--- src/hw/rtl/iqrog_pkg.sv ---
// Shared types and constants of the IQR window outlier gate.
package iqrog_pkg;

  localparam int unsigned Channels = 6;
  localparam int unsigned Angles   = 3;
  localparam int unsigned FieldW   = 32;
  localparam int unsigned GainW    = 4;
  localparam int unsigned UnwrapW  = 36;
  localparam int unsigned ModSteps = 10;
  localparam int unsigned StepW    = 4;

  localparam logic [GainW-1:0]          GainReset = 4'd6;
  localparam logic signed [UnwrapW-1:0] HalfTurn  = 36'sd11796480;
  localparam logic signed [UnwrapW-1:0] FullTurn  = 36'sd23592960;
  // 256 full turns: lifts any difference of two 32-bit angles above zero
  localparam logic signed [UnwrapW-1:0] TurnBias  = 36'sd6039797760;
  localparam logic signed [UnwrapW-1:0] Int32Max  = 36'sd2147483647;
  localparam logic signed [UnwrapW-1:0] Int32Min  = -36'sd2147483648;

  typedef enum logic [2:0] {
    ST_IDLE,
    ST_UNWRAP,
    ST_SCAN,
    ST_SPAN,
    ST_CHECK,
    ST_STORE,
    ST_OUTPUT
  } state_e;

  typedef struct packed {
    logic load;
    logic unwrap_step;
    logic finish;
    logic scan_clear;
    logic scan_run;
    logic span;
    logic check;
    logic store;
  } cmd_t;

  typedef struct packed {
    logic unwrap_done;
    logic full;
    logic scan_done;
  } sts_t;

endpackage

--- src/hw/rtl/iqrog_ctrl.sv ---
// Sequencer of the IQR window outlier gate.
module iqrog_ctrl
  import iqrog_pkg::*;
(
  input  logic clk_i,
  input  logic rst_ni,
  input  logic in_valid_i,
  output logic in_ready_o,
  output logic out_valid_o,
  input  logic out_ready_i,
  input  sts_t sts_i,
  output cmd_t cmd_o
);

  state_e state_q, state_d;

  // Advance the state
  always_ff @(posedge clk_i or negedge rst_ni) begin
    if (!rst_ni) begin
      state_q <= ST_IDLE;
    end else begin
      state_q <= state_d;
    end
  end

  // Next state
  always_comb begin
    state_d = state_q;
    unique case (state_q)
      ST_IDLE: begin
        if (in_valid_i) state_d = ST_UNWRAP;
      end
      ST_UNWRAP: begin
        if (sts_i.unwrap_done) state_d = sts_i.full ? ST_SCAN : ST_STORE;
      end
      ST_SCAN: begin
        if (sts_i.scan_done) state_d = ST_SPAN;
      end
      ST_SPAN:  state_d = ST_CHECK;
      ST_CHECK: state_d = ST_STORE;
      ST_STORE: state_d = ST_OUTPUT;
      ST_OUTPUT: begin
        if (out_ready_i) state_d = ST_IDLE;
      end
      default: state_d = ST_IDLE;
    endcase
  end

  // Commands to the datapath
  always_comb begin
    cmd_o       = '0;
    in_ready_o  = 1'b0;
    out_valid_o = 1'b0;
    unique case (state_q)
      ST_IDLE: begin
        in_ready_o = 1'b1;
        cmd_o.load = in_valid_i;
      end
      ST_UNWRAP: begin
        cmd_o.unwrap_step = !sts_i.unwrap_done;
        cmd_o.finish      = sts_i.unwrap_done;
        cmd_o.scan_clear  = sts_i.unwrap_done && sts_i.full;
      end
      ST_SCAN:   cmd_o.scan_run = 1'b1;
      ST_SPAN:   cmd_o.span = 1'b1;
      ST_CHECK:  cmd_o.check = 1'b1;
      ST_STORE:  cmd_o.store = 1'b1;
      ST_OUTPUT: out_valid_o = 1'b1;
      default: ;
    endcase
  end

`ifndef SYNTHESIS
  a_load_unwrap: assert property (@(posedge clk_i) disable iff (!rst_ni)
    cmd_o.load |=> state_q == ST_UNWRAP)
    else $error("load did not start unwrap");
  a_scan_full: assert property (@(posedge clk_i) disable iff (!rst_ni)
    state_q == ST_SCAN |-> sts_i.full)
    else $error("scan on a window that is not full");
  a_store_out: assert property (@(posedge clk_i) disable iff (!rst_ni)
    cmd_o.store |=> out_valid_o)
    else $error("store not followed by output word");
`endif

endmodule

--- config.mk ---
export PLATFORM = sky130hd
export DESIGN_NAME = iqrog_ctrl
export DESIGN_NICKNAME = d
export VERILOG_FILES = /design/src/hw/rtl/iqrog_pkg.sv /design/src/hw/rtl/iqrog_ctrl.sv
export SDC_FILE = /design/constraint.sdc
export NUM_CORES = 1
export LEC_CHECK = 0
export CAP_MARGIN = 20
export CELL_PAD_IN_SITES_DETAIL_PLACEMENT = 1
export CELL_PAD_IN_SITES_GLOBAL_PLACEMENT = 1
export CORE_AREA = 2 2 39 41
export DETAILED_ROUTE_END_ITERATION = 8
export DIE_AREA = 0 0 41 43
export DONT_BUFFER_PORTS = 1
export PLACE_DENSITY = 0.54
export RECOVER_POWER = 25
export SYNTH_ARGS = -nofsm -noshare
export SYNTH_HDL_FRONTEND = slang
export SYNTH_SLANG_ARGS = --single-unit
--- constraint.sdc ---
create_clock -name clk_i -period 1.3 [get_ports clk_i]
set_input_delay 0.26 -clock clk_i [delete_from_list [all_inputs] [get_ports clk_i]]
set_output_delay 0.26 -clock clk_i [all_outputs]
set_load 0.02 [all_outputs]
==> reports/summary.json, run 1 <==
{
  "setup_path": {
    "critical_path_arrival_ns": 1.17,
    "critPathRequiredTime_ns": 1.04,
    "setup.worst_path.end": "cmd_o[0]",
    "worst-r2r-setup-slack_ns": 0.08,
    "regToRegStartpoint": "state_q[1]",
    "reg2regPathDepth": 5,
    "critPathLaunchType": "flop",
    "crit_path_start": "state_q[1]",
    "path_class": "flop to output pin",
    "worst_path_most_repeated_cell": "sky130_fd_sc_hd__buf_4",
    "reg2reg_to": "state_q[2]",
    "path_max_fanout": 6,
    "critical_path.slowest_cell": "sky130_fd_sc_hd__dfrtp_2",
    "worst_setup_path_end_kind": "output pin",
    "worst_path_cell_trace": "buf_4 -> nor3b_2 -> buf_4",
    "worst_path_largest_cell_delay_ns": 0.45
  },
  "floorplan": {
    "die_height_um": 43,
    "dieArea_um2": 1760,
    "floorplan.initialDensity_pct": 19.8,
    "fp-row-count": 14,
    "chipWidth_um": 41,
    "area_of_the_core_region_um2": 1380,
    "top_level_ports": 17
  },
  "cells_and_area": {
    "largest_register_ffs": 3,
    "filler_cell_count": 175,
    "fin_nets": 61,
    "final_cells": 69,
    "max_flop_register": "state_q",
    "biggest_registers_after_layout": "state_q (3)",
    "final_core_util_pct": 34.8,
    "multi_input_comb_area_um2": 191,
    "final_layout_size_suffix_gt1_share_pct": 64.2,
    "regArea_um2": 78.8,
    "n_antenna_cell": 0,
    "area_growth_syn_to_layout_pct": 75.8
  },
  "global_routing": {
    "grt_remaining_overflow": 0,
    "gr-usage-met2_pct": 15.9,
    "global_route_wire_length_before_repair_um": 1370,
    "gr-usage-met1_pct": 15.3,
    "grt_start_max_net_pins": 10,
    "number_of_global_route_vias_before_repair": 308,
    "grtUsageTotal_pct": 11.4,
    "grt_antenna_before_repair": 0,
    "grt-busiest-layer": "met2",
    "gr-usage-met3_pct": 3.14
  },
  "min_path": {
    "hold_class": "input pin to flop"
  },
  "timing": {
    "finalCriticalPeriod_ns": 1.43,
    "grt_setup_unrepaired": "true",
    "worstMarginPinSlew_ns": 0.249,
    "maxSlewViolCount": 0,
    "fin_tns_setup_ns": -0.953,
    "post-route-period-util_pct": 110,
    "postLayoutSetupSlackWorst_ns": -0.127,
    "finalClockSkew_ns": 0.00273,
    "hold_viol": 0,
    "relative_slew_slack_pct": 83.1,
    "fmaxAchievable_mhz": 701,
    "final_setup_violating_endpoints": 10
  },
  "route": {
    "routed_wire_length_per_instance_um": 14.2,
    "remaining_drcs": 0,
    "avgViaCountPerCell": 4.70,
    "routed_wirelength_um": 982,
    "first_iter_violations": 1,
    "postRouteAntennaNets": 0,
    "routed-via-count": 324,
    "firstDrtPassIters": 2
  },
  "synth": {
    "synth-edff-count": 0,
    "netlist_top_cells_area": "sky130_fd_sc_hd__dfrtp_1 27%, sky130_fd_sc_hd__nor2_1 6.8%, sky130_fd_sc_hd__buf_4 5.5%",
    "postSynthNetCount": 41,
    "synth.yosys.seq_area_share_pct": 27.4,
    "postSynth.asyncResetShare_pct": 100,
    "netlist_instances": 34,
    "synth.cell_area_um2": 274,
    "synth_top_flop_cell": "sky130_fd_sc_hd__dfrtp_1",
    "cell_type_with_the_highest_aggregate_area_in_the_netlist": "sky130_fd_sc_hd__dfrtp_1",
    "yosys-top-cells-count": "5 x sky130_fd_sc_hd__nor2_1, 3 x sky130_fd_sc_hd__dfrtp_1",
    "synth_area_per_cell_um2": 8.06,
    "yosysTopAreaCellShare_pct": 27.4,
    "post_synth_num_cell_types": 23,
    "synth-seq-cells": 3,
    "yosysWarningCount": 0,
    "yosys.cell_count.top_type": "sky130_fd_sc_hd__nor2_1"
  },
  "clock_tree": {
    "h_tree_level_count": 1,
    "clockRootBuffer": "sky130_fd_sc_hd__clkbuf_4",
    "worst_skew_pair.late_latency_ns": 0.23,
    "cts_max_path_buffers": 2,
    "clock_tree_from_tritoncts": "built",
    "cts.sinks": 3,
    "tritoncts.num_buffers": 3,
    "clk_transition_reported_paths_ns": 0.04
  },
  "run": {
    "max_cap_viol_count": 0
  },
  "pwr": {
    "worst_ir_drop_vdd_mv": 0.776,
    "power.density_cell_area_nw_per_um2": 2800,
    "power.leakage_nw": 0.236,
    "post-layout-total-power_mw": 1.35
  },
  "outcome": {
    "violations_in_the_final_reports": "negative setup slack",
    "result_of_the_run": "finished, violations left"
  },
  "placed_design": {
    "gp_congestion": 0.764,
    "portBuffers": 0,
    "dp_slack_ns": 0.0234,
    "placed_cells_incl_taps": 57,
    "post-dp-hpwl_um": 633
  }
}
==> worst min-delay path by stage <==
stage | from | endpoint | cells after the start
2_1_floorplan | rst_ni | state_q[0] | 0
3_3_place_gp | rst_ni | state_q[2] | 0
3_5_place_dp | rst_ni | state_q[2] | 0
4_1_cts | in_valid_i | state_q[0] | 2
5_1_grt | sts_i[0] | state_q[0] | 2
6_report | in_valid_i | state_q[0] | 2
==> cell usage in the layout, fill, tap and decap left out, drive strengths merged <==
| cell type | n |
|---|---|
| buf | 17 |
| nor2 | 5 |
| clkbuf | 4 |
| dfrtp | 3 |
| nand2 | 3 |
| inv | 3 |
| a21oi | 3 |
| nor3b | 2 |
| and2 | 2 |
| nor3 | 2 |
| nand2b | 1 |
| and3 | 1 |
| nand3b | 1 |
| a211oi | 1 |
| a311oi | 1 |
| o21ai | 1 |
| o311ai | 1 |
| a21o | 1 |
| dlygate4sd3 | 1 |
==> timing repair <==
action | 4_1_cts | 5_1_grt
hold buffers | 1 | 0
buffers inserted | 2 | 5
gates resized for setup | 10 | 2
pin swaps | 0 | 2
hold endpoints to repair | 3 | 0
gates cloned | 0 | 0
endpoints found under the setup margin | 10 | 10
==> where the power goes <==
group | switching [mW] | internal [mW] | leakage [nW]
Sequential | 0.107 | 0.149 | 0.0335
Clock | 0.0445 | 0.115 | 0.0150
Combinational | 0.447 | 0.488 | 0.187
Total | 0.599 | 0.752 | 0.236
==> metrics by stage <==
stage / cell area (µm²) / hold WS (ns)
floorplan: 287 / -0.0356
global placement: 355 / -0.0355
detailed placement: 355 / -0.0355
CTS: 429 / 0.196
global route: 482 / 0.218
finish: 482 / 0.211
==> metal layers <==
metal | wire (µm) | up-vias
li1 | - | 154
met1 | 395 | 161
met2 | 544 | 9
met3 | 43 | 0
met4 | 0 | 0
met5 | 0 | -
==> critical path: cells and delay by family, from the launching register on <==
kind / cells / cell delay (ns)
DFF: 1 / 0.45
buffers and inverters: 2 / 0.32
and+or+nand+nor: 1 / 0.17
==> logic make-up after synthesis <==
group,synth area share [%]
and+or+nand+nor,38.4
AOI/OAI and AO/OA,20.6
buffers and inverters,13.7
DFF,27.4
==> cell type report <==
type | count | area share (%)
Tap cell | 16 | 4.16
Inverter | 3 | 2.86
Multi-Input combinational cell | 25 | 39.7
Timing Repair Buffer | 18 | 31.4
Clock buffer | 4 | 5.45
Sequential cell | 3 | 16.4
No activity file was read; power rests on OpenSTA's default activity.
==> inputs of run 2 (changes only) <==
==> constraint.sdc (replaced) <==
create_clock -name clk_i -period 1.3 [get_ports clk_i]
set_input_delay 0.195 -clock clk_i [delete_from_list [all_inputs] [get_ports clk_i]]
set_output_delay 0.195 -clock clk_i [all_outputs]
set_load 0.02 [all_outputs]
==> run 2 against run 1 <==
Effect of this change:
- the flow still finishes with violations (negative setup slack)
- register-to-register slack improved by 0.11 ns
- combinational power fell by 13%
- clock power rose by 9%
- hold slack got worse by 0.097 ns
- final cell count fell by 2.9%
- critical path type unchanged
- largest power group unchanged
==> reports/summary.json, run 2 (synthesis gave the netlist of run 1 again) <==
{
  "route": {
    "first_iter_violations": {"value": 3, "change": "+2"},
    "firstDrtPassIters": {"value": 4, "change": "+2"},
    "avgViaCountPerCell": {"value": 4.54, "change": "-3.4%"},
    "routed-via-count": {"value": 304, "change": "-6.2%"},
    "postRouteAntennaNets": {"value": 0, "change": "unchanged"},
    "routed_wire_length_per_instance": {"value": 12.9, "unit": "µm", "change": "-9.7%"},
    "remaining_drcs": {"value": 0, "change": "unchanged"},
    "routed_wirelength": {"value": 861, "unit": "µm", "change": "-12%"}
  },
  "timing": {
    "maxSlewViolCount": {"value": 0, "change": "unchanged"},
    "fmaxAchievable": {"value": 738, "unit": "MHz", "change": "+5.2%"},
    "post-route-period-util": {"value": 104, "unit": "%", "change": "-5.5 points"},
    "relative_slew_slack": {"value": 85.3, "unit": "%", "change": "+2.2 points"},
    "postLayoutSetupSlackWorst": {"value": -0.0557, "unit": "ns", "change": "+0.0710 ns"},
    "hold_viol": {"value": 0, "change": "unchanged"},
    "worstMarginPinSlew": {"value": 0.217, "unit": "ns", "change": "-0.0322 ns"},
    "finalClockSkew": {"value": 0.00180, "unit": "ns", "change": "-0.000933 ns"},
    "grt_setup_unrepaired": "true",
    "final_setup_violating_endpoints": {"value": 8, "change": "-2"},
    "holdWs": {"value": 0.114, "unit": "ns", "change": "-0.0974 ns"},
    "finalCriticalPeriod": {"value": 1.36, "unit": "ns", "change": "-0.0710 ns"}
  },
  "setup_path": {
    "critPathRequiredTime": {"value": 1.11, "unit": "ns", "change": "+0.07 ns"},
    "path_max_fanout": {"value": 6, "change": "unchanged"},
    "critical_path_arrival": {"value": 1.16, "unit": "ns", "change": "about the same"},
    "critical_path.n_buffers_inverters": {"value": 2, "change": "unchanged"},
    "worst_path_largest_cell_delay": {"value": 0.46, "unit": "ns", "change": "about the same"},
    "critical_path.slowest_cell": "sky130_fd_sc_hd__dfrtp_2",
    "crit_family": "flip-flops",
    "critPathLaunchType": "flop",
    "path_class": "flop to output pin",
    "worst_path_cell_trace": "inv_4 -> nand3b_1 -> nor2_1 -> buf_4",
    "worst_setup_path_end_kind": "output pin"
  },
  "placed_design": {
    "portBuffers": {"value": 0, "change": "unchanged"},
    "post-dp-hpwl": {"value": 545, "unit": "µm", "change": "-14%"},
    "gp_congestion": {"value": 0.744, "change": "-2.6%"},
    "placed_cells_incl_taps": {"value": 55, "change": "-3.5%"},
    "dp_slack": {"value": 0.0305, "unit": "ns", "change": "+0.00706 ns"}
  },
  "run": {
    "max_cap_viol_count": {"value": 0, "change": "unchanged"}
  },
  "pwr": {
    "netSwitchingFraction": {"value": 45.3, "unit": "%", "change": "+0.99 points"},
    "internal_power": {"value": 0.684, "unit": "mW", "change": "-9.0%"},
    "power_frac_clock": {"value": 13.9, "unit": "%", "change": "+2.1 points"},
    "share_seq_of_total_power": {"value": 21.0, "unit": "%", "change": "+2.0 points"},
    "power.leakage": {"value": 0.219, "unit": "nW", "change": "-7.2%"},
    "power.density_cell_area": {"value": 2760, "unit": "nW/µm²", "change": "-1.5%"},
    "switchingPower": {"value": 0.567, "unit": "mW", "change": "-5.3%"},
    "power.share.combinational": {"value": 65.1, "unit": "%", "change": "-4.1 points"},
    "worst_ir_drop_vdd": {"value": 0.818, "unit": "mV", "change": "+5.4%"}
  },
  "floorplan": {
    "area_of_the_core_region": {"value": 1380, "unit": "µm²", "change": "unchanged"},
    "top_level_ports": {"value": 17, "change": "unchanged"},
    "floorplan.initialDensity": {"value": 19.8, "unit": "%", "change": "unchanged"},
    "die_height": {"value": 43, "unit": "µm", "change": "unchanged"},
    "fp-row-count": {"value": 14, "change": "unchanged"},
    "dieArea": {"value": 1760, "unit": "µm²", "change": "unchanged"},
    "chipWidth": {"value": 41, "unit": "µm", "change": "unchanged"}
  },
  "global_routing": {
    "global_route_wire_length_before_repair": {"value": 1260, "unit": "µm", "change": "-8.1%"},
    "grt_remaining_overflow": {"value": 0, "change": "unchanged"},
    "grtUsageTotal": {"value": 11.3, "unit": "%", "change": "-0.13 points"},
    "grt_start_max_net_pins": {"value": 8, "change": "-2"},
    "grt_antenna_before_repair": {"value": 0, "change": "unchanged"},
    "number_of_global_route_vias_before_repair": {"value": 306, "change": "-0.65%"}
  },
  "clock_tree": {
    "tritoncts.num_buffers": {"value": 3, "change": "unchanged"},
    "clockRootBuffer": "sky130_fd_sc_hd__clkbuf_4",
    "cts.sinks": {"value": 3, "change": "unchanged"},
    "clock_tree_from_tritoncts": "built",
    "clk_transition_reported_paths": {"value": 0.04, "unit": "ns", "change": "about the same"},
    "h_tree_level_count": {"value": 1, "change": "unchanged"},
    "worst_skew_pair.late_latency": {"value": 0.24, "unit": "ns", "change": "about the same"},
    "cts_max_path_buffers": {"value": 2, "change": "unchanged"}
  },
  "cells_and_area": {
    "max_flop_register": "state_q",
    "mostFrequentLayoutCell": "sky130_fd_sc_hd__buf_4",
    "most_used_cells_in_the_layout_excluding_fill_and_tap_cells": "13 x sky130_fd_sc_hd__buf_4, 5 x sky130_fd_sc_hd__nor2_1, 3 x sky130_fd_sc_hd__clkbuf_4, 3 x sky130_fd_sc_hd__dfrtp_2",
    "area_growth_syn_to_layout_pct": 65.3,
    "fin_nets": {"value": 59, "change": "-3.3%"},
    "final_cells": {"value": 67, "change": "-2.9%"},
    "n_antenna_cell": {"value": 0, "change": "unchanged"},
    "final_layout_size_suffix_gt1_share": {"value": 60.8, "unit": "%", "change": "-3.4 points"},
    "filler_cell_count": {"value": 173, "change": "-1.1%"},
    "largest_register_ffs": {"value": 3, "change": "unchanged"},
    "biggest_registers_after_layout": "state_q (3)"
  },
  "min_path": {
    "hold_class": "input pin to flop"
  },
  "outcome": {
    "violations_in_the_final_reports": "negative setup slack",
    "result_of_the_run": "finished, violations left"
  }
}
==> run 2: what timing repair did <==
action	CTS	global route
pin swaps	1	2
buffers inserted	5	2
resized for setup	13	3
hold endpoints to repair	3	0
endpoints found under the setup margin	10	9
hold buffers	1	0
==> run 2: area by class of cell <==
class	instances	area, µm²	area share (%)
repair buffers	16	124	27.3
multi-input cells	25	190	42.0
well taps	16	20.0	4.42
clock buffers	4	26.3	5.80
flip-flops and latches	3	78.8	17.4
inverters	3	13.8	3.04
==> run 2: worst paths after layout <==
kind	to	slack [ns]	depth (start not counted)	startpoint
max	cmd_o[4]	-0.06	4	state_q[2]
min	state_q[0]	0.11	2	in_valid_i
max reg2reg	state_q[2]	0.19	3	state_q[1]
min reg2reg	state_q[2]	0.60	1	state_q[2]
max in group asynchronous	state_q[0]	0.92	1	rst_ni
min in group asynchronous	state_q[2]	0.21	1	rst_ni
==> run 2: power groups by stage <==
stage,clock network (mW),logic (mW),registers [mW]
after floorplan,0,0.554,0.161
after global placement,0,0.560,0.279
after detailed placement,0,0.559,0.284
after CTS,0.176,0.744,0.265
after global routing,0.180,0.885,0.274
final,0.174,0.814,0.263
==> run 2: worst register-to-register path: stages, from the launching register on <==
cell and delay [ns]:
sky130_fd_sc_hd__dfrtp_2 0.46, sky130_fd_sc_hd__buf_4 0.19, sky130_fd_sc_hd__buf_4 0.14, sky130_fd_sc_hd__a311oi_1 0.23
==> run 2: through the flow <==
stage / setup TNS, ns / total power [mW] / instance area, µm² / utilization (%)
floorplan: 0 / 0.715 / 280 / -
global placement: 0 / 0.839 / 334 / 24.1
global route: -0.668 / 1.34 / 453 / 32.7
finish: -0.281 / 1.25 / 453 / 32.7
detailed placement: 0 / 0.843 / 334 / 24.1
CTS: -0.282 / 1.18 / 425 / 30.7
==> run 2: layer usage <==
layer	global-route usage, %	share of wire (%)	up-vias
met4	10.0	1.6	0
li1	-	-	149
met5	0	0	-
met2	15.9	51	10
met3	4.71	8.7	2
met1	11.9	38	143
